[src/rtl/urx_pkg.sv]
// Package for the UART receive ring block: operation and command codes,
// error flag positions and the command and result word types.
// No dependencies.
package urx_pkg;

    // operation codes on the input port
    localparam logic [1:0] OP_RX    = 2'd0;
    localparam logic [1:0] OP_TICK  = 2'd1;
    localparam logic [1:0] OP_READ  = 2'd2;
    localparam logic [1:0] OP_QUERY = 2'd3;

    // command kinds after classification
    localparam logic [2:0] K_TICK  = 3'd0;
    localparam logic [2:0] K_BAD   = 3'd1;
    localparam logic [2:0] K_RX    = 3'd2;
    localparam logic [2:0] K_READ  = 3'd3;
    localparam logic [2:0] K_QUERY = 3'd4;

    // error flag bit positions
    localparam int ERR_BIT_PE  = 0;
    localparam int ERR_BIT_FE  = 1;
    localparam int ERR_BIT_NE  = 2;
    localparam int ERR_BIT_ORE = 3;

    typedef struct packed {
        logic [2:0] kind;
        logic [2:0] ch;
        logic [7:0] rx_byte;
        logic       rx_valid;
        logic [3:0] err;
        logic [6:0] limit;
    } t_cmd;

    typedef struct packed {
        logic [2:0] result_channel;
        logic [7:0] data_byte;
        logic       data_valid;
        logic       last;
        logic [7:0] fill_count;
        logic [5:0] timeout_mask;
        logic [3:0] error_flags;
        logic       overflow;
        logic       restarted;
    } t_res;

endpackage

[src/rtl/urx_front.sv]
// Front end: classifies an incoming word into a command for the back end.
// Depends on urx_pkg.
module urx_front #(
    parameter int CHANNELS = 6,
    parameter int MAX_READ = 64
) (
    input  logic [1:0]    i_operation,
    input  logic [2:0]    i_channel,
    input  logic [7:0]    i_rx_byte,
    input  logic          i_rx_valid,
    input  logic          i_parity_error,
    input  logic          i_frame_error,
    input  logic          i_noise_error,
    input  logic          i_overrun_error,
    input  logic [6:0]    i_read_limit,
    output urx_pkg::t_cmd o_cmd
);
    import urx_pkg::*;

    localparam logic [6:0] MAX_LIM = 7'(MAX_READ);

    logic ch_ok;

    assign ch_ok = ({1'b0, i_channel} < 4'(CHANNELS));

    // sort the word by operation and channel range
    always_comb begin
        o_cmd                  = '0;
        o_cmd.ch               = i_channel;
        o_cmd.rx_byte          = i_rx_byte;
        o_cmd.rx_valid         = i_rx_valid;
        o_cmd.err[ERR_BIT_PE]  = i_parity_error;
        o_cmd.err[ERR_BIT_FE]  = i_frame_error;
        o_cmd.err[ERR_BIT_NE]  = i_noise_error;
        o_cmd.err[ERR_BIT_ORE] = i_overrun_error;
        o_cmd.limit            = (i_read_limit > MAX_LIM) ? MAX_LIM : i_read_limit;
        if (i_operation == OP_TICK) begin
            o_cmd.kind = K_TICK;
            o_cmd.ch   = 3'd0;
        end else if (!ch_ok) begin
            o_cmd.kind = K_BAD;
        end else begin
            case (i_operation)
                OP_RX:    o_cmd.kind = K_RX;
                OP_READ:  o_cmd.kind = K_READ;
                OP_QUERY: o_cmd.kind = K_QUERY;
                default:  o_cmd.kind = K_TICK;
            endcase
        end
    end

endmodule

[config.mk]
export PLATFORM = sky130hd
export DESIGN_NAME = urx_front
export DESIGN_NICKNAME = d
export VERILOG_FILES = /design/src/rtl/urx_pkg.sv /design/src/rtl/urx_front.sv
export SDC_FILE = /design/constraint.sdc
export NUM_CORES = 1
export LEC_CHECK = 0
export BUFFER_PORTS_ARGS = -buffer_cell sky130_fd_sc_hd__buf_2
export CORE_AREA = 4 4 41 43
export DETAILED_ROUTE_END_ITERATION = 7
export DIE_AREA = 0 0 45 47
export PLACE_DENSITY = 0.71
export SLEW_MARGIN = 20
export SYNTH_ARGS = -nofsm -noshare
export SYNTH_HDL_FRONTEND = slang
export SYNTH_SLANG_ARGS = --single-unit
[constraint.sdc]
create_clock -name vclk -period 0.8
set_input_delay 0 -clock vclk [all_inputs]
set_output_delay 0 -clock vclk [all_outputs]
set_load 0.05 [all_outputs]
After elaboration in Yosys (flattened, before gate mapping)
Index checks and enable logic that the tools add are counted.
{"block": "classes", "reduce_logical": 1, "n_eq_ne": 3, "order_cmp": 2, "muxes": 5}
{"cell": "two-way mux 3 bit", "n": 3}
{"cell": "case mux 3 bit (3 select lines)", "n": 1}
{"cell": "> comparator 7 bit, second input constant", "n": 1}
{"cell": "two-way mux 7 bit", "n": 1}
{"cell": "equality test 2 bit, second input constant", "n": 2}
{"cell": "less-than comparator 3 bit, second input constant", "n": 1}
{"cell": "equality test 2 x 1 -> 1 bit, second input constant", "n": 1}
{"cell": "logical NOT 2 bit", "n": 1}
{"block": "totals", "ff_bits": 0, "out_inout_bits": 26, "elab_cells": 11, "in_bits": 25}

Logic depth before layout (Yosys ltp)
{"block": "depth", "ltp_word": 4, "ltp_mapped": 2, "mapped_depth_nobuf": 2}

Least setup slack after synthesis
Ideal clock, no wire load.
{"block": "synth_path", "kind": "input -> output", "start": "input i_channel[2]", "end": "output o_cmd[25] (netlist bit)", "setup_slack_ns": -0.513, "t_arrival_ns": 1.313, "required_time_ns": 0.800, "path_buffers": 0, "path_stages": 2, "cell_sequence": "and2_4 > nor3b_1"}
{"item": "start, declared", "line": "urx_front.sv:8", "text": "input logic [2:0] i_channel,"}
{"item": "end, declared", "line": "urx_front.sv:16", "text": "output urx_pkg::t_cmd o_cmd"}

==> reports/qor.txt <==
Status - finished clean
Flop pwr share - 0%
Die area - 2120 um2
Sequential cell area fraction in the yosys report - 0%
Vias/cell - 3.42
Comb power frac - 100.0%
Core Rows - 13
Hold WC Path Type - primary input to output pin
P_int - 0.0727 mW
Synth Area in XOR/XNOR - 0%
CP Max Fanout - 3
Height of the die - 47 um
Slowest CP cell - maj3_2
Synth-to-layout area growth - 26.9%
DIE WIDTH - 45 um
Largest family of logic cells by synthesized area - buffers and inverters
Cts repair resizes - 0
IR drop worst, VDD - 0.137 mV
Pwr Density - 992 nW/um2
Setup TNS - 0 ns
Hold bufs inserted after CTS - 0
Worst setup SP type - primary input
Total of max-cap violations - 0
Synth Area in Compound Gates - 0%
Initial Util - 15.4%
Crit path capture type - output pin
Seq Cell Count - 0
Clock buffer count - 0
Filler cell count - 158
Max Fclk - 1.29 GHz
Largest stage delay on the critical path - 0.30 ns
Nets - 67
Pin count of the biggest net entering global routing - 8
Vias in the first global route - 153
Detail Route Antenna Nets - 0
Worst Path Arrival - 0.77 ns
CP cell instances - buf_2, and2_4, maj3_2, buf_2
Register area - 0 um2
Syn Inst Count - 29
Total Power - 0.252 mW
Relative slew margins - 83.0%
Unrepaired setup endpoints after global routing - no
Final WL - 511 um
Final worst path period need - 0.775 ns
Initial antenna violation count - 0
Leakage Power - 0.151 nW
Share of layout cells above drive strength 1 - 72.5%
Fraction of synthesized area in multiplexers - 0%
Crit share post-route - 96.8%
Congestion Overflow GR - 0
Area occupied by multi-input gates - 106 um2
Sw Share - 71.2%
Synth Area in Adders - 5.62%
IO Port Bufs - 25
Syn Nets - 54
# Post-CTS Setup Buffers - 0
Routed wire length per instance - 9.29 um
First-pass GRT wire length - 648 um
N_diodes - 0
Detailed Route Iter0 Violations - 0
Yosys warnings - 0
Synth Cell Area - 200 um2
Unique masters post-synth - 11
Most frequent CP cell - buf_2
Post-Syn Area per Cell - 6.90 um2
WP data required - 0.80 ns
CP endpoint - o_cmd[23]
Slew Viols, Final - 0
First-pass detailed-route iteration total - 1
Gr usage total - 4.01%
Hold Violations, Final - 0
Simple-gate share of the synthesized area - 41.9%
Final setup viols - 0
Crit path kind - primary input to output pin
Clock network power share - 0%
Worst-Margin Slew - 0.257 ns
Final GP Congestion - 0.586
Via count - 188
Core ar. - 1300 um2
Worst setup startpoint - i_channel[2]
I/O pins - 51
DRC violations left - 0
Sw power - 0.179 mW
power by group through the flow:
stage / clock network, mW / logic (mW) / registers (mW)
final: 0 / 0.252 / 0
after global routing: 0 / 0.265 / 0
after CTS: 0 / 0.254 / 0
after detailed placement: 0 / 0.254 / 0
after global placement: 0 / 0.252 / 0
after floorplan: 0 / 0.358 / 0
how the worst min path moves through the flow:
stage	start	end	slack, ns	cells past startpoint
final	i_rx_byte[7]	o_cmd[19]	0.00002	0
after global routing	i_noise_error	o_cmd[9]	0.00007	0
after CTS	i_parity_error	o_cmd[7]	0.0003	0
after detailed placement	i_parity_error	o_cmd[7]	0.0003	0
after global placement	i_parity_error	o_cmd[7]	0.0003	0
after floorplan	i_overrun_error	o_cmd[10]	0.17	1
worst max-delay path: cells and delay by family:
family | cells | cell delay [ns]
adders and majority gates | 1 | 0.30
and+or+nand+nor | 1 | 0.16
buffers and inverters | 2 | 0.31
synth_stat cells:
cell type   n  area (um2)
and2_1      2        12.5
and2_4      1        8.76
maj3_2      1        11.3
clkbuf_1    1        3.75
buf_4      13        97.6
nor2_1      1        3.75
nand2b_1    1        6.26
inv_1       1        3.75
nor3b_1     1        7.51
nor2b_1     6        37.5
and2_2      1        7.51
final cells by class:
cell class / instances / share of cell area, %
Tap cell: 15 / 7.39
Multi-Input combinational cell: 14 / 41.9
Timing Repair Buffer: 25 / 49.3
Inverter: 1 / 1.48
logic make-up (layout without fill, tap and decap cells):
kind of cell,after synthesis,count (layout)
adder cells (fa/ha/maj),1,1
buffers and inverters,15,26
AND/OR/NAND/NOR,13,13
placed cells by master (no fill, tap or decap):
cell / n
and2_1: 2
and2_4: 1
maj3_2: 1
buf_2: 25
and2_2: 1
nor2_1: 1
nor3b_4: 1
inv_1: 1
nor2b_1: 6
nand2b_1: 1
through the flow:
step	area [um2]	instances	hold slack (ns)	setup WS (ns)	util, %
after floorplan	211	29	0.167	-0.00693	-
after global placement	254	55	0.000341	0.0326	19.5
after detailed placement	254	55	0.000341	0.0215	19.5
after CTS	254	55	0.000341	0.0218	19.5
after global routing	254	55	0.0000718	0.00459	19.5
final	254	55	0.0000220	0.0254	19.5
layer usage:
layer | share of wire [%] | vias to the layer above | track usage (%)
met4 | 0 | 0 | 0
met3 | 14 | 0 | 0
met5 | 0 | - | 0
li1 | - | 96 | -
met2 | 56 | 8 | 9.60
met1 | 30 | 84 | 3.82
(Power assumes the default switching activity.)
