[config.mk]
export PLATFORM = sky130hd
export DESIGN_NAME = urx_cmdq
export DESIGN_NICKNAME = d
export VERILOG_FILES = /design/src/rtl/urx_pkg.sv /design/src/rtl/urx_cmdq.sv
export SDC_FILE = /design/constraint.sdc
export NUM_CORES = 1
export LEC_CHECK = 0
export ABC_AREA = 1
export BUFFER_PORTS_ARGS = -buffer_cell sky130_fd_sc_hd__buf_2
export CAP_MARGIN = 20
export CORE_ASPECT_RATIO = 0.6
export CORE_MARGIN = 1.5
export CORE_UTILIZATION = 52
export DETAILED_ROUTE_END_ITERATION = 6
export PLACE_DENSITY = 0.81
export SYNTH_ARGS = -nofsm -noshare
export SYNTH_HDL_FRONTEND = slang
export SYNTH_SLANG_ARGS = --single-unit
[constraint.sdc]
create_clock -name i_clk -period 2.8 [get_ports i_clk]
set_input_delay 0 -clock i_clk [delete_from_list [all_inputs] [get_ports i_clk]]
set_output_delay 0 -clock i_clk [all_outputs]
set_load 0.01 [all_outputs]
[src/rtl/urx_pkg.sv]
// Package for the UART receive ring block: operation and command codes,
// error flag positions and the command and result word types.
// No dependencies.
package urx_pkg;

    // operation codes on the input port
    localparam logic [1:0] OP_RX    = 2'd0;
    localparam logic [1:0] OP_TICK  = 2'd1;
    localparam logic [1:0] OP_READ  = 2'd2;
    localparam logic [1:0] OP_QUERY = 2'd3;

    // command kinds after classification
    localparam logic [2:0] K_TICK  = 3'd0;
    localparam logic [2:0] K_BAD   = 3'd1;
    localparam logic [2:0] K_RX    = 3'd2;
    localparam logic [2:0] K_READ  = 3'd3;
    localparam logic [2:0] K_QUERY = 3'd4;

    // error flag bit positions
    localparam int ERR_BIT_PE  = 0;
    localparam int ERR_BIT_FE  = 1;
    localparam int ERR_BIT_NE  = 2;
    localparam int ERR_BIT_ORE = 3;

    typedef struct packed {
        logic [2:0] kind;
        logic [2:0] ch;
        logic [7:0] rx_byte;
        logic       rx_valid;
        logic [3:0] err;
        logic [6:0] limit;
    } t_cmd;

    typedef struct packed {
        logic [2:0] result_channel;
        logic [7:0] data_byte;
        logic       data_valid;
        logic       last;
        logic [7:0] fill_count;
        logic [5:0] timeout_mask;
        logic [3:0] error_flags;
        logic       overflow;
        logic       restarted;
    } t_res;

endpackage

[src/rtl/urx_cmdq.sv]
// Short command queue between front end and back end.
// Depends on urx_pkg.
module urx_cmdq (
    input  logic          i_clk,
    input  logic          i_rst_n,
    input  logic          i_wr,
    input  urx_pkg::t_cmd i_data,
    output logic          o_full,
    input  logic          i_rd,
    output urx_pkg::t_cmd o_data,
    output logic          o_empty
);
    import urx_pkg::*;

    localparam int DEPTH = 2;
    localparam int AW    = 1;

    t_cmd          r_mem [DEPTH];
    logic [AW-1:0] r_wp;
    logic [AW-1:0] r_rp;
    logic [AW:0]   r_cnt;

    assign o_full  = (r_cnt == (AW+1)'(DEPTH));
    assign o_empty = (r_cnt == '0);
    assign o_data  = r_mem[r_rp];

    // store incoming commands
    always_ff @(posedge i_clk) begin
        if (i_wr && !o_full) begin
            r_mem[r_wp] <= i_data;
        end
    end

    // advance pointers and count
    always_ff @(posedge i_clk) begin
        if (!i_rst_n) begin
            r_wp  <= '0;
            r_rp  <= '0;
            r_cnt <= '0;
        end else begin
            if (i_wr && !o_full) begin
                r_wp <= r_wp + 1'b1;
            end
            if (i_rd && !o_empty) begin
                r_rp <= r_rp + 1'b1;
            end
            r_cnt <= r_cnt + (AW+1)'(i_wr && !o_full) - (AW+1)'(i_rd && !o_empty);
        end
    end

endmodule

-- Word level (Yosys, flattened, before mapping)
Memory sizes are Yosys's and may differ from the RTL's. A register that Yosys moved wholly into a read port is not among the register bits.
Cells that the tools add are included.
- memories: 1
- logic and storage cells: 18
- bits in writable memories: 52
- input port bits: 30
- output and inout port bits: 28
- register bits: 4
- $add $sub $neg: 4
- multiplexer cells: 4
- reduce and logical (&&, ||, !) cells: 5
- equal/unequal tests: 1
- memory list (name ; depth ; bits a word ; rd ports ; clocked after Yosys merged registers in ; write ports ; RTL line ; source):
    r_mem ; 2 ; 26 ; 1 ; 1 ; 1 ; urx_cmdq.sv:18 ; t_cmd r_mem [DEPTH];
- operators by type and width (kind ; number):
    $mux W1 ; 4
    $add A1 B1 Y1 const B ; 2
    $add A2 B1 Y2 ; 1
    $eq A2 B2 Y1 const B ; 1
    $logic_and A1 B1 Y1 ; 2
    $logic_not A1 Y1 ; 2
    $logic_not A2 Y1 ; 1
    $sub A2 B1 Y2 ; 1

-- Depth between registers and ports, before layout
- depth in word-level cells: 5
- depth in mapped cells: 11
- gate-level depth less buffers: 11

-- Worst setup path before layout
No wires, ideal clock.
- kind: register -> register
- start: reg r_cnt[0]
- end: mem r_mem[0][0] (netlist name), enable pin
- path slack: 726 ps
- arrival time: 1666 ps
- clock period less this slack: 2074 ps
- path buffers: 0
- data required time: 2391 ps
- library setup time: 409 ps
- cell stages (with the launch flop): 5
- path through: dfxtp_1 inv_1 nand2_1 nand2_1 nor2_1
- longest elaborated chain between the ends: 5
- ends and longest elaborated chain (item ; RTL line ; source):
    start, declared ; urx_cmdq.sv:21 ; logic [AW:0] r_cnt;
    start signal, assigned ; urx_cmdq.sv:47 ; r_cnt <= r_cnt + (AW+1)'(i_wr && !o_full) - (AW+1)'(i_rd && !o_empty);
    $eq A2 B2 Y1 ; urx_cmdq.sv:23 ; assign o_full = (r_cnt == (AW+1)'(DEPTH));
    $logic_not A1 Y1 ; urx_cmdq.sv:29 ; if (i_wr && !o_full) begin
    $logic_and A1 B1 Y1 ; urx_cmdq.sv:29 ;
    $mux W1 ; urx_cmdq.sv:29 ;
    $mux W1 (not written as such) ; urx_cmdq.sv:30 ; r_mem[r_wp] <= i_data;
    end, declared ; urx_cmdq.sv:18 ;
Every way passes these cells.

-- Final worst setup path
- start: reg r_cnt[0]
- end: mem r_mem[0][18] (netlist name), enable pin
The elaborated chain is that of the path after synthesis.

==> reports/results.txt <==
Setup TNS -> 0 ps
Util after Layout -> 74.5%
Hold path startpoint -> i_data[10]
Warning count from the yosys run -> 0
Fin crit share -> 65.2%
Minimum clock period -> 1830 ps
Clock sink count -> 57
Crit path launch type -> flop
Crit-path max FO -> 15
Starting Density -> 54.4%
# H-tree levels -> 3
Final slew viol count -> 0
Total Wirelength -> 4.27 mm
Ant. Diodes -> 0
Remaining global-route overflow -> 0
Worst endpoint required time -> 2820 ps
Critical Path Sink Type -> flop
Power density over the cells -> 864 nW/um^2
Routed len/inst -> 15.2 um
Routed vias -> 1336
RSZ-0062 raised after global routing -> false
Vias in the first global route -> 1321
Status -> completed
Num rows -> 18
Register area -> 1660 um^2
Final Power -> 2.64 mW
Fillers -> 259
Net count after synthesis -> 151
Register area share after synthesis -> 74.6%
Clk pin slew, worst setup/hold paths -> 60 ps
Die W -> 87.5 um
Peak supply drop -> 661 uV
R2r setup slk -> 970 ps
R2R depth -> 5
Critical Path AT -> 1850 ps
# IOs -> 58
Mapped cell area -> 2230 um^2
Slew @ Worst Pin -> 809 ps
Post-CTS resize count -> 0
Commonest non-fill, non-tap cells in the layout -> 57 x buf_2, 52 x edfxtp_1, 29 x dlygate4sd3_1, 20 x mux2_4
Port buffer count -> 57
Max Buffers Root-to-Sink -> 2
CP Class -> flop to flop
Cell chosen for the clock root -> clkbuf_8
Area growth syn-to-layout -> 37.1%
# setup viols final -> 0
First-pass GRT wire length -> 6.36 mm
Rel. slew slack -> 46.1%
Reg-to-reg startpoint -> r_cnt[0]$_SDFF_PN0_
Final hold vios -> 0
DPL Wire Length -> 2.63 mm
CTS Buf Count -> 9
Commonest non-fill, non-tap cell in the layout -> buf_2
Leakage Power -> 1.26 nW
Library cells used by synthesis -> 12
Die Height -> 53.7 um
Number of max-cap violations -> 0
CTS tree -> yes
Clock Skew -> 10.0 ps
Post-CTS Setup Inserts -> 0
Synth top area share -> 70.1%
Hold endpoint -> r_mem[1][10]$_DFFE_PP_
Syn Inst Count -> 119
Yosys top cell by area -> edfxtp_1
Largest net degree at the start of global routing -> 27
Flops & latches, synth -> 57
Top cells by area, synth -> edfxtp_1 70%, mux2_4 13%, dfxtp_1 4.5%
R2R Path End -> r_mem[0][18]$_DFFE_PP_
# nets final -> 247
Share of layout cells above drive strength 1 -> 45.9%
Hold Crit Class -> input pin to flop
Syn avg cell area -> 18.7 um^2
GRT Util Overall -> 19.9%
Pre-antenna DRT Iters -> 4
Hold path depth -> 2
Die area -> 4700 um^2
Avg Vias per Cell -> 4.77
Clk Latency, worst-skew pair -> 330 ps
Initial antenna violation count -> 0
F_max -> 0.548 GHz
DRC errors left -> 0
Placeable Area -> 4100 um^2
1st-iter DRT viols -> 55
Global placer's final weighted congestion -> 0.860
DRT antenna net count -> 0
Multi-input combinational cell area -> 484 um^2
[cells in the mapped netlist, drive strengths merged]
| master | instances |
|---|---|
| nand3 | 3 |
| buf | 3 |
| nand2 | 9 |
| mux2 | 26 |
| nor2 | 8 |
| edfxtp | 52 |
| ha | 2 |
| inv | 9 |
| a21oi | 2 |
| dfxtp | 5 |
[where the power goes]
part           internal, mW  switching (mW)  total, mW
clock network         0.491           0.314      0.805
registers              1.09           0.102       1.19
logic                 0.345           0.303      0.648
total                  1.92           0.719       2.64
[per-stage QoR]
step	worst slack (ps)	hold WS [ps]	std cells	cell area, um^2
5_1_grt	821	389	280	3060
3_3_place_gp	1130	188	235	2560
3_5_place_dp	989	193	235	2560
2_1_floorplan	726	93.5	119	2230
6_report	975	391	280	3060
4_1_cts	965	371	280	3060
[flip-flops by register name, summed over array words and instances (netlist names), named ones only]
register  flops
r_rp          1
r_mem        52
r_wp          1
r_cnt         2
[what timing repair did]
item / in CTS / in global routing
setup endpoints to repair: 0 / 0
hold buffers: 29 / 0
hold endpoints to repair: 57 / 0
[per-layer routing]
metal	routed length, um	GRT usage [%]	vias up
li1	-	-	631
met1	1780	22.6	651
met2	2140	33.2	50
met3	324	10.6	4
met4	16	5.82	0
met5	0	0	-
[worst max path at each step]
stage	startpoint	endpoint	slack, ps	cells after the start
2_1_floorplan	r_cnt[0]$_SDFF_PN0_	r_mem[0][0]$_DFFE_PP_	730	4
3_3_place_gp	r_cnt[0]$_SDFF_PN0_	r_mem[0][22]$_DFFE_PP_	1130	5
3_5_place_dp	r_cnt[0]$_SDFF_PN0_	r_mem[0][21]$_DFFE_PP_	990	5
4_1_cts	r_cnt[0]$_SDFF_PN0_	r_mem[0][17]$_DFFE_PP_	970	5
5_1_grt	r_cnt[0]$_SDFF_PN0_	r_mem[0][17]$_DFFE_PP_	820	5
6_report	r_cnt[0]$_SDFF_PN0_	r_mem[0][18]$_DFFE_PP_	970	5
[kinds of logic (layout without fill, tap and decap cells)]
group / count (synthesis) / after routing / share of synthesized area, %
compound gates: 2 / 2 / 0.449
fa+ha+maj: 2 / 2 / 1.12
buf+inv: 12 / 113 / 3.82
flops: 57 / 57 / 74.6
mux: 26 / 26 / 16.5
simple gates: 20 / 20 / 3.54
[worst max-delay path, cell delays in order (launching register included)]
cell	delay [ps]
dfxtp_1	360
inv_1	80
nand2_1	130
nand2_1	120
nor2_2	470
buf_4	350
[area by class of cell]
| cell class | count | area share [%] |
|---|---|---|
| flip-flops and latches | 57 | 54.4 |
| repair buffers | 88 | 19.3 |
| multi-input cells | 50 | 15.8 |
| clock buffers | 9 | 4.05 |
| clock inverters | 7 | 2.78 |
| well taps | 60 | 2.46 |
| inverters | 9 | 1.11 |
Note: power is estimated with default switching activity, not from simulation.
