**src/rtl/urx_pkg.sv**
```systemverilog
// Package for the UART receive ring block: operation and command codes,
// error flag positions and the command and result word types.
// No dependencies.
package urx_pkg;

    // operation codes on the input port
    localparam logic [1:0] OP_RX    = 2'd0;
    localparam logic [1:0] OP_TICK  = 2'd1;
    localparam logic [1:0] OP_READ  = 2'd2;
    localparam logic [1:0] OP_QUERY = 2'd3;

    // command kinds after classification
    localparam logic [2:0] K_TICK  = 3'd0;
    localparam logic [2:0] K_BAD   = 3'd1;
    localparam logic [2:0] K_RX    = 3'd2;
    localparam logic [2:0] K_READ  = 3'd3;
    localparam logic [2:0] K_QUERY = 3'd4;

    // error flag bit positions
    localparam int ERR_BIT_PE  = 0;
    localparam int ERR_BIT_FE  = 1;
    localparam int ERR_BIT_NE  = 2;
    localparam int ERR_BIT_ORE = 3;

    typedef struct packed {
        logic [2:0] kind;
        logic [2:0] ch;
        logic [7:0] rx_byte;
        logic       rx_valid;
        logic [3:0] err;
        logic [6:0] limit;
    } t_cmd;

    typedef struct packed {
        logic [2:0] result_channel;
        logic [7:0] data_byte;
        logic       data_valid;
        logic       last;
        logic [7:0] fill_count;
        logic [5:0] timeout_mask;
        logic [3:0] error_flags;
        logic       overflow;
        logic       restarted;
    } t_res;

endpackage

```
**src/rtl/urx_resq.sv**
```systemverilog
// Result queue that holds finished result words until they are popped.
// Depends on urx_pkg.
module urx_resq (
    input  logic          i_clk,
    input  logic          i_rst_n,
    input  logic          i_wr,
    input  urx_pkg::t_res i_data,
    output logic          o_full,
    input  logic          i_rd,
    output urx_pkg::t_res o_data,
    output logic          o_empty
);
    import urx_pkg::*;

    localparam int DEPTH = 4;
    localparam int AW    = 2;

    t_res          r_mem [DEPTH];
    logic [AW-1:0] r_wp;
    logic [AW-1:0] r_rp;
    logic [AW:0]   r_cnt;

    assign o_full  = (r_cnt == (AW+1)'(DEPTH));
    assign o_empty = (r_cnt == '0);
    assign o_data  = r_mem[r_rp];

    // store result words
    always_ff @(posedge i_clk) begin
        if (i_wr && !o_full) begin
            r_mem[r_wp] <= i_data;
        end
    end

    // advance pointers and count
    always_ff @(posedge i_clk) begin
        if (!i_rst_n) begin
            r_wp  <= '0;
            r_rp  <= '0;
            r_cnt <= '0;
        end else begin
            if (i_wr && !o_full) begin
                r_wp <= r_wp + 1'b1;
            end
            if (i_rd && !o_empty) begin
                r_rp <= r_rp + 1'b1;
            end
            r_cnt <= r_cnt + (AW+1)'(i_wr && !o_full) - (AW+1)'(i_rd && !o_empty);
        end
    end

endmodule

```
**config.mk**
```make
export PLATFORM = sky130hd
export DESIGN_NAME = urx_resq
export DESIGN_NICKNAME = d
export VERILOG_FILES = /design/src/rtl/urx_pkg.sv /design/src/rtl/urx_resq.sv
export SDC_FILE = /design/constraint.sdc
export NUM_CORES = 1
export LEC_CHECK = 0
export ABC_AREA = 1
export BUFFER_PORTS_ARGS = -buffer_cell sky130_fd_sc_hd__buf_4
export CAP_MARGIN = 20
export CORE_ASPECT_RATIO = 0.5
export CORE_UTILIZATION = 50
export DETAILED_ROUTE_END_ITERATION = 8
export PLACE_DENSITY_LB_ADDON = 0.12
export SYNTH_ARGS = -nofsm -noshare
export SYNTH_HDL_FRONTEND = slang
export SYNTH_SLANG_ARGS = --single-unit
```
**constraint.sdc**
```tcl
create_clock -name i_clk -period 3.2 [get_ports i_clk]
set_input_delay 0.32 -clock i_clk [delete_from_list [all_inputs] [get_ports i_clk]]
set_output_delay 0.32 -clock i_clk [all_outputs]
set_load 0.005 [all_outputs]
```
# After elaboration in Yosys (flattened, before gate mapping)

Memory sizes are Yosys's and may differ from the RTL's. A register that Yosys moved wholly into a read port is not among the register bits.
Index checks and enable logic that the tools add are counted.

Register bits after elaboration: 7
Memory bits (writable): 132
Output and inout port bits: 35
Logic and storage cells: 18
Memories: 1

Memories:

| memory | words | bits a word | read ports | clocked after memory_dff | wr ports | RTL line       | text |
|---|---|---|---|---|---|---|---|
| r_mem  | 4     | 33          | 1          | 1                        | 1        | urx_resq.sv:18 | `t_res r_mem [DEPTH];` |

Add/sub/neg operators: 4
Equal/unequal tests: 1
Muxes and demuxes: 4
Reduce and logical (&&, ||, !) cells: 5

Operators with widths:

| kind                                        | number |
|---|---|
| adder 2 x 1 -> 2 bit, second input constant | 2 |
| two-way mux 2 bit                           | 2 |
| adder 3 x 1 -> 3 bit                        | 1 |
| == test 3 bit, second input constant        | 1 |
| zero test 3 bit                             | 1 |
| subtractor 3 x 1 -> 3 bit                   | 1 |
| logical AND 1 bit                           | 2 |
| zero test 1 bit                             | 2 |
| two-way mux 1 bit                           | 2 |

# Longest topological paths before layout

Gate-level depths: netlist of the first run.

Depth after elaboration: 5
Depth in mapped cells: 11

# Worst setup path before layout of the first run

OpenSTA, ideal clock, no wires.

Path kind: flip-flop to flip-flop
From: reg r_cnt[1]
To: mem r_mem[0][0] (netlist name), enable pin
Arrival time: 2051 ps
Setup slack: 726 ps
Stages on the path, launching flop included: 5
Buffers on the path: 0
Clock period less this slack: 2474 ps
Path through: dfxtp_1 nor2_1 nand2_1 nand2_1 nor2_1

Longest elaborated chain between the ends: 5

RTL lines:

| element                                 | RTL line       | text |
|---|---|---|
| from (decl)                             | urx_resq.sv:21 | `logic [AW:0] r_cnt;` |
| from (signal assigned)                  | urx_resq.sv:47 | `r_cnt <= r_cnt + (AW+1)'(i_wr && !o_full) - (AW+1)'(i_rd && !o_empty);` |
| == test 3 bit                           | urx_resq.sv:23 | `assign o_full = (r_cnt == (AW+1)'(DEPTH));` |
| zero test 1 bit                         | urx_resq.sv:29 | `if (i_wr && !o_full) begin` |
| logical AND 1 bit                       | urx_resq.sv:29 |  |
| two-way mux 1 bit                       | urx_resq.sv:29 |  |
| two-way mux 1 bit (implied by the code) | urx_resq.sv:30 | `r_mem[r_wp] <= i_data;` |
| to (decl)                               | urx_resq.sv:18 |  |

No other way between the ends.

==> impl_metrics.csv, run 1 <==
group,metric,value,unit
status,status,"completed",
yosys,syn-num-nets,431,
worst_setup_path,r2r_end,"r_cnt[1]",
yosys,ys_ff_latch,141,
global_route,grt_max_degree,67,
yosys,synth_cell_types,18,
worst_setup_path,reg2reg_setup_slack,1.05,ns
clock_network,cts_max_level,4,
worst_setup_path,crit_type,"flip-flop to output port",
flow_run,cap_violations,0,
drt,drc,0,
sta,hold_violations,0,
final_layout,finalNonFillerCells,616,
sta,worstMarginPinSlew,0.736,ns
worst_setup_path,cp_data_arrival_time,2.18,ns
sta,finalCritPeriodShare,78.1,%
final_layout,drive_gt1_share,23.7,%
yosys,ys_warn_count,0,
global_route,grt_usage,19.4,%
pwr,total_power,5.40,mW
worst_setup_path,critPathMaxFanout,33,
global_route,grt_pass1_wl,15800,um
sta,clock_skew,0.00641,ns
worst_setup_path,endpoint,"o_data[31]",
worst_setup_path,r2r_cells,9,
final_layout,finalCoreUtilization,64.0,%
sta,fmax,400,MHz
yosys,synth.largest_area_cell,"edfxtp_1",
pwr,ir_worst_vdd,0.000396,V
clock_network,numCtsBuffers,17,
floorplanning,core_area,10300,um2
floorplanning,start_util,52.2,%
clock_network,clk_pin_slew,0.06,ns
drt,dr_wl_met3,605,um
drt,first_pass_iters,4,
clock_network,holdBufCountCts,0,
worst_setup_path,timing.rr.start,"r_cnt[1]",
drt,route.top_layer_used,"met4",
yosys,async_flop_share,0,%
place,dp_hpwl,5850,um
drt,drt-vias-per-instance,5.27,
pwr,p_per_area,816,nW/um2
global_route,antenna_found_initial,0,
clock_network,post_cts_buffers,0,
drt,wl_per_cell,16.6,um
sta,rsz0062_at_grt,"false",
final_layout,syn_to_final_growth,22.5,%
clock_network,cts.sinks,141,
clock_network,clockBufferDepth,2,
global_route,first_global_vias,3194,
clock_network,cts_root_buffer,"clkbuf_16",
floorplanning,io_pins,72,
worst_hold_path,min_path_type,"input port to flip-flop",
clock_network,cts_tree,"yes",
yosys,synthTopCellsByCount,"edfxtp_1, nor2_1, o21ai_0",
drt,vias,3245,
final_layout,nets,508,
sta,maxSlewHeadroom,50.9,%
floorplanning,die_w,149,um
sta,maxSlewViolCount,0,
yosys,ys_seq_area_share,76.7,%
drt,postRouteAntennaNets,0,
place,placedCellCount,584,
floorplanning,rows,26,
yosys,syn_inst,387,
sta,period_needed,2.50,ns
yosys,synth.most_common_cell,"edfxtp_1",
final_layout,n_antenna_cell,0,
yosys,ys.flop_type,"edfxtp_1",
worst_setup_path,crit_required,2.88,ns
floorplanning,die-height,75.5,um
yosys,synth_area_per_cell,14.0,um2
place,io_buffers,71,
floorplanning,dieArea,11300,um2
worst_setup_path,cp-start-kind,"flip-flop",
yosys,synth_top_cell_area_share,73.4,%
clock_network,insertion_delay,0.40,ns
yosys,synth_area,5400,um2
worst_setup_path,end_kind,"output port",
sta,finalSetupViolCount,0,
clock_network,cts.repair.resized,0,
drt,dr.first_iter.drc_count,195,
pwr,p_leak,2.43,nW
yosys,yosys-top-cells-area,"edfxtp_1, nor2_1, o21ai_0, o22ai_1, dfxtp_1",
place,gp_congestion,0.694,
yosys,synth_edf_count,132,
drt,routed-wl-met2,5030,um
final_layout,finalInstanceArea,6620,um2
drt,totalWireLength,10200,um
place,placed_area,6020,um2
drt,met1Wirelength,4540,um
sta,setup_tns,0,ns
global_route,gr-total-overflow,0,
metrics by stage:
stage | hold WS [ns] | worst slack (ns)
after floorplan | 0.413 | 0.726
after global placement | 0.467 | 1.14
after detailed placement | 0.476 | 1.07
after CTS | 0.0957 | 0.645
after global routing | 0.0934 | 0.523
final | 0.113 | 0.700
flip-flops by register name (all words and copies together), names as in the netlist, named ones only:
signal and cells:
r_wp 2, r_rp 2, r_mem 132, r_cnt 3
worst min path at each step:
stage / start / to / slack, ns / cells after the start
finish: i_data[27] / r_mem[1][27] / 0.11 / 1
global route: i_data[25] / r_mem[3][25] / 0.09 / 1
CTS: i_data[25] / r_mem[3][25] / 0.1 / 1
detailed placement: r_rp[0] / r_rp[0] / 0.48 / 2
global placement: r_rp[0] / r_rp[0] / 0.47 / 2
floorplan: i_rst_n / r_cnt[0] / 0.41 / 2
layout make-up:
class                   count  area [um2]
multi-input cells         207        1050
inverters                  19        71.3
repair buffers             78         598
well taps                 140         175
flip-flops and latches    141        4150
clock inverters            14         153
clock buffers              17         425
fillers                   784        3720
critical path, cell delays in order (launching register included):
cell and delay (ns):
dfxtp_1 0.79, inv_2 0.47, o21ai_0 0.22, o22ai_1 0.13
buf_4 0.15
layout by cell type (no fill, tap or decap), types with 4 or more instances in the layout:
master,netlist,routed
edfxtp_1,132,132
o21ai_0,48,48
ha_1,6,6
nor2_1,78,74
inv_1,17,17
nor2_4,0,4
o22ai_1,33,33
clkinv_2,0,5
clkbuf_16,0,17
dfxtp_1,9,8
o21ai_1,18,18
buf_4,0,77
a21oi_1,5,5
nand3_1,4,4
nand2_1,14,14
per-layer routing:
layer / global-route usage [%] / vias to the layer above
li1: - / 1574
met1: 23.4 / 1573
met2: 33.5 / 92
met3: 7.07 / 6
met4: 5.78 / 0
met5: 0 / -
report_power, final:
group	switching (mW)	internal, mW
Clock	0.677	1.21
Combinational	0.700	0.500
Sequential	0.0677	2.25
Total	1.44	3.96
cells by family (layout without fill, tap and decap cells):
| logic type | Yosys count | after routing | share of synthesized area, % |
|---|---|---|---|
| buffers and inverters | 39 | 128 | 4.38 |
| and+or+nand+nor | 96 | 96 | 6.76 |
| DFF | 141 | 141 | 76.7 |
| adders and majority gates | 7 | 7 | 1.76 |
| AOI/OAI and AO/OA | 104 | 104 | 10.4 |
(Power assumes the default switching activity.)
==> run 2, diff against run 1 <==
==> constraint.sdc (replaced) <==
create_clock -name i_clk -period 2.5 [get_ports i_clk]
set_input_delay 0.25 -clock i_clk [delete_from_list [all_inputs] [get_ports i_clk]]
set_output_delay 0.25 -clock i_clk [all_outputs]
set_load 0.005 [all_outputs]
==> run 2 against run 1 <==
- cell count is 1.1% higher
- total power increased by 31%
- wire length increased by 7.3%
- die area did not move
- largest power group unchanged
- sequential share of layout area down 0.96 points
- critical path depth is the same
- highest routed layer unchanged
- sequential power is 28% higher
- design area grew 1.5%
- via count increased by 1.1%
==> impl_metrics.csv, run 2 (same netlist as run 1, synthesis figures left out) <==
group,metric,value,unit
floorplanning,core_area,10300,um2
final_layout,n_antenna_cell,0,
drt,vias,3282,
worst_hold_path,hold_depth,1,
pwr,p_leak,2.45,nW
global_route,grt_usage,20.7,%
drt,drc,0,
worst_setup_path,reg2reg_setup_slack,0.48,ns
clock_network,holdBufCountCts,0,
sta,period_needed,2.16,ns
final_layout,largest_register_ffs,132,
status,status,"completed",
worst_setup_path,cp_data_arrival_time,1.91,ns
final_layout,reg_top3,"r_mem: 132 flops, r_cnt: 3 flops",
pwr,total_power,7.08,mW
sta,fmax,462,MHz
final_layout,final_cell_mix,"edfxtp_1, buf_4, nor2_1",
floorplanning,dieArea,11300,um2
worst_hold_path,min_path_type,"input port to flip-flop",
clock_network,insertion_delay,0.40,ns
clock_network,numCtsBuffers,17,
flow_run,cap_violations,0,
sta,rsz0062_at_grt,"false",
pwr,p_per_area,1050,nW/um2
global_route,grt_max_degree,67,
final_layout,layout_commonest_cell,"edfxtp_1",
final_layout,finalInstanceArea,6720,um2
global_route,gr-total-overflow,0,
clock_network,cts_tree,"yes",
floorplanning,die_w,149,um
sta,clock_skew,0.00574,ns
worst_setup_path,timing.rr.start,"r_cnt[1]",
final_layout,fill_cells,755,
global_route,first_global_vias,3318,
final_layout,syn_to_final_growth,24.4,%
worst_hold_path,hold_end,"r_mem[2][23]",
final_layout,drive_gt1_share,25.1,%
floorplanning,rows,26,
worst_setup_path,r2r_cells,10,
sta,maxSlewViolCount,0,
drt,drt-vias-per-instance,5.27,
sta,finalSetupViolCount,0,
sta,finalCritPeriodShare,86.6,%
worst_setup_path,path_common_cell,"buf_4",
floorplanning,start_util,52.2,%
worst_setup_path,r2r_end,"r_cnt[2]",
final_layout,largest-register,"r_mem",
sta,setup_tns,0,ns
place,gp_congestion,0.763,
floorplanning,io_pins,72,
drt,dr.first_iter.drc_count,174,
clock_network,clk_pin_slew,0.06,ns
drt,postRouteAntennaNets,0,
drt,first_pass_iters,5,
sta,worstMarginPinSlew,0.654,ns
place,placed_area,6120,um2
worst_setup_path,critPathMaxFanout,66,
sta,maxSlewHeadroom,56.4,%
worst_setup_path,end_kind,"output port",
worst_setup_path,cp_slowest_cell,"buf_4",
place,dp_hpwl,6600,um
place,io_buffers,71,
worst_setup_path,cpPeakStageDelay,0.53,ns
sta,hold_violations,0,
global_route,antenna_found_initial,0,
clock_network,clockBufferDepth,2,
floorplanning,die-height,75.5,um
worst_setup_path,crit_type,"flip-flop to output port",
global_route,grt_pass1_wl,16700,um
clock_network,cts.repair.resized,0,
worst_setup_path,path_cells,"buf_4 -> o21ai_0 -> o22ai_1 -> buf_4",
clock_network,cts_root_buffer,"clkbuf_16",
drt,totalWireLength,11000,um
sta,fin_hold_ws,0.0437,ns
pwr,ir_worst_vdd,0.000551,V
final_layout,nets,514,
worst_setup_path,cp-start-kind,"flip-flop",
clock_network,cts.sinks,141,
clock_network,cts_max_level,4,
worst_hold_path,min_from,"i_data[23]",
worst_setup_path,crit_required,2.25,ns
clock_network,post_cts_buffers,0,
drt,wl_per_cell,17.6,um
==> run 2: cell type report <==
cell class	count	area, um2	area share, %
clock buffer	17	425	6.33
clock inverter	15	173	2.57
sequential	141	4150	61.7
timing repair buffer	84	681	10.1
multi-input combinational	207	1050	15.7
tap	140	175	2.61
inverter	19	71.3	1.06
==> run 2: worst max path at each step <==
stage	start	endpoint	cells after the start
global placement	r_cnt[1]	r_cnt[2]	10
floorplan	r_cnt[1]	r_mem[0][0]	4
finish	flip-flop	o_data[13]	4
detailed placement	r_cnt[1]	r_cnt[2]	10
global route	flip-flop	o_data[4]	5
CTS	flip-flop	o_data[1]	5
==> run 2: layer usage <==
layer	global-route usage, %	share of wire [%]
met5	0	0
met4	8.73	0.16
met3	6.17	5.8
met2	34.8	50
met1	25.7	44
==> run 2: where the power goes <==
group	leakage [nW]	internal (mW)	switching (mW)
logic	0.891	0.681	0.945
registers	1.28	2.88	0.0778
clock network	0.280	1.56	0.931
total	2.45	5.12	1.95
==> run 2: worst max-delay path: cells and delay by family, from the launching register on <==
family	cells	cell delay, ns
buffers and inverters	2	0.69
AO/OA/AOI/OAI	2	0.47
flip-flops	1	0.33
==> run 2: per-stage QoR <==
stage | std cells | util, % | worst slack (ns)
after global placement | 591 | 59.2 | 0.674
after CTS | 623 | 65.0 | 0.301
after floorplan | 387 | - | 0.0260
after global routing | 623 | 65.0 | 0.161
after detailed placement | 591 | 59.2 | 0.526
final | 623 | 65.0 | 0.336
==> run 3, diff against run 2 <==
--- a/config.mk
+++ b/config.mk
@@ -6,11 +6,12 @@
 export NUM_CORES = 1
 export LEC_CHECK = 0
 export ABC_AREA = 1
-export BUFFER_PORTS_ARGS = -buffer_cell sky130_fd_sc_hd__buf_4
+export BUFFER_PORTS_ARGS = -buffer_cell sky130_fd_sc_hd__buf_2
 export CAP_MARGIN = 20
 export CORE_ASPECT_RATIO = 0.5
 export CORE_UTILIZATION = 50
 export DETAILED_ROUTE_END_ITERATION = 8
+export MAX_ROUTING_LAYER = met4
 export PLACE_DENSITY_LB_ADDON = 0.12
 export SYNTH_ARGS = -nofsm -noshare
 export SYNTH_HDL_FRONTEND = slang
==> constraint.sdc (replaced) <==
create_clock -name i_clk -period 2.3 [get_ports i_clk]
set_input_delay 0.23 -clock i_clk [delete_from_list [all_inputs] [get_ports i_clk]]
set_output_delay 0.23 -clock i_clk [all_outputs]
set_load 0.005 [all_outputs]
==> run 3 against run 2 <==
- flip-flop and latch count is the same
- register-to-register slack lost 0.22 ns
- first-iteration DRC count grew 26%
- global-route usage is essentially flat
- sequential share of layout area grew 2.3 points
- sequential power grew 8.8%
- core utilization shrank 2.3 points
- critical path type is now flip-flop to flip-flop
==> impl_metrics.csv, run 3 (same netlist as run 1, synthesis figures left out) <==
group,metric,value,unit
clock_network,post_cts_buffers,0,
worst_hold_path,min_path_type,"input port to flip-flop",
clock_network,numCtsBuffers,17,
clock_network,cts_root_buffer,"clkbuf_16",
pwr,p_leak,2.37,nW
final_layout,finalNonFillerCells,621,
clock_network,insertion_delay,0.41,ns
floorplanning,start_util,52.2,%
drt,drt-vias-per-instance,5.40,
clock_network,cts_max_level,4,
worst_setup_path,end_kind,"flip-flop",
final_layout,largest_register_ffs,132,
clock_network,holdBufCountCts,0,
sta,period_needed,2.04,ns
drt,first_pass_iters,4,
global_route,first_global_vias,3256,
final_layout,final_cell_mix,"edfxtp_1, nor2_1, buf_2",
floorplanning,io_pins,72,
final_layout,finalInstanceArea,6480,um2
clock_network,cts.sinks,141,
drt,drc,0,
worst_setup_path,crit_type,"flip-flop to flip-flop",
sta,fin_hold_ws,0.0315,ns
status,status,"completed",
floorplanning,die-height,75.5,um
floorplanning,rows,26,
clock_network,clk_pin_slew,0.05,ns
final_layout,nets,513,
sta,clock_skew,0.00739,ns
global_route,grt_max_degree,67,
drt,dr.first_iter.drc_count,220,
flow_run,cap_violations,0,
final_layout,layout_commonest_cell,"edfxtp_1",
pwr,p_per_area,1140,nW/um2
sta,hold_violations,0,
place,gp_congestion,0.766,
pwr,ir_worst_vdd,0.000757,V
sta,finalSetupViolCount,0,
sta,worstMarginPinSlew,0.607,ns
sta,maxSlewViolCount,0,
pwr,total_power,7.40,mW
final_layout,n_antenna_cell,0,
final_layout,syn_to_final_growth,19.9,%
final_layout,largest-register,"r_mem",
worst_hold_path,hold_depth,1,
place,placed_area,5910,um2
clock_network,clockBufferDepth,2,
worst_setup_path,r2r_cells,10,
sta,rsz0062_at_grt,"false",
place,io_buffers,71,
clock_network,cts_tree,"yes",
place,placedCellCount,590,
floorplanning,core_area,10300,um2
final_layout,reg_top3,"r_mem: 132 flops, r_cnt: 3 flops",
place,pre_cts_slack,0.312,ns
sta,finalCritPeriodShare,88.6,%
worst_setup_path,reg2reg_setup_slack,0.26,ns
sta,fmax,490,MHz
drt,totalWireLength,10700,um
global_route,grt_usage,20.7,%
worst_hold_path,hold_end,"r_mem[0][27]",
floorplanning,die_w,149,um
global_route,antenna_found_initial,0,
floorplanning,dieArea,11300,um2
sta,setup_ws,0.261,ns
worst_setup_path,critPathMaxFanout,5,
sta,setup_tns,0,ns
worst_setup_path,cp_data_arrival_time,2.34,ns
drt,postRouteAntennaNets,0,
final_layout,drive_gt1_share,23.3,%
worst_hold_path,min_from,"i_data[27]",
drt,wl_per_cell,17.1,um
sta,maxSlewHeadroom,59.5,%
worst_setup_path,cp-start-kind,"flip-flop",
global_route,gr-total-overflow,0,
drt,vias,3355,
clock_network,cts.repair.resized,0,
final_layout,finalCoreUtilization,62.6,%
place,dp_hpwl,6230,um
global_route,grt_pass1_wl,15900,um
worst_setup_path,crit_required,2.60,ns
worst_setup_path,timing.rr.start,"r_cnt[1]",
worst_setup_path,r2r_end,"r_cnt[2]",
==> run 3: changes by cell type in the layout (fill, tap and decap cells not counted) <==
cell	previous run	this run
buf_2	0	71
buf_12	4	2
clkinvlp_4	4	1
clkinv_2	2	0
clkinv_4	3	1
buf_4	80	10
inv_6	1	0
clkinv_1	2	3
clkbuf_1	0	6
==> run 3: metal layers <==
| layer | track usage (%) | up-vias | share of wire [%] |
|---|---|---|---|
| li1 | - | 1590 | - |
| met1 | 24.9 | 1654 | 45 |
| met2 | 32.6 | 100 | 48 |
| met3 | 6.77 | 11 | 6.5 |
| met4 | 8.96 | 0 | 0.86 |
| met5 | - | - | 0 |
==> run 3: how the worst max path moves through the flow <==
stage	startpoint	end	cells after the start
6_report	r_cnt[1]	r_cnt[2]	10
5_1_grt	r_cnt[1]	r_cnt[2]	10
4_1_cts	r_cnt[1]	r_cnt[2]	10
3_5_place_dp	r_cnt[1]	r_cnt[2]	10
3_3_place_gp	r_cnt[1]	r_cnt[2]	10
2_1_floorplan	r_cnt[1]	r_mem[0][0]	4
==> run 3: final cells by class <==
cell class,instances,area [um2]
fill,787,3860
tap,140,175
timing repair buffer,83,470
sequential,141,4150
clock buffer,23,448
clock inverter,8,118
inverter,19,71.3
multi-input combinational,207,1050
==> run 3: where the power goes <==
group	leakage (nW)	internal, mW	switching, mW
Combinational	0.820	0.567	0.992
Sequential	1.28	3.13	0.0915
Clock	0.268	1.69	0.932
==> run 3: critical path: stages, from the launching register on <==
cell     delay [ns]
dfxtp_1        0.34
nor2_1         0.19
nand2_1        0.16
inv_1          0.12
nor2_1         0.05
ha_1           0.27
inv_1          0.04
ha_1           0.18
fa_1           0.39
a21oi_1        0.13
nor2_1         0.05
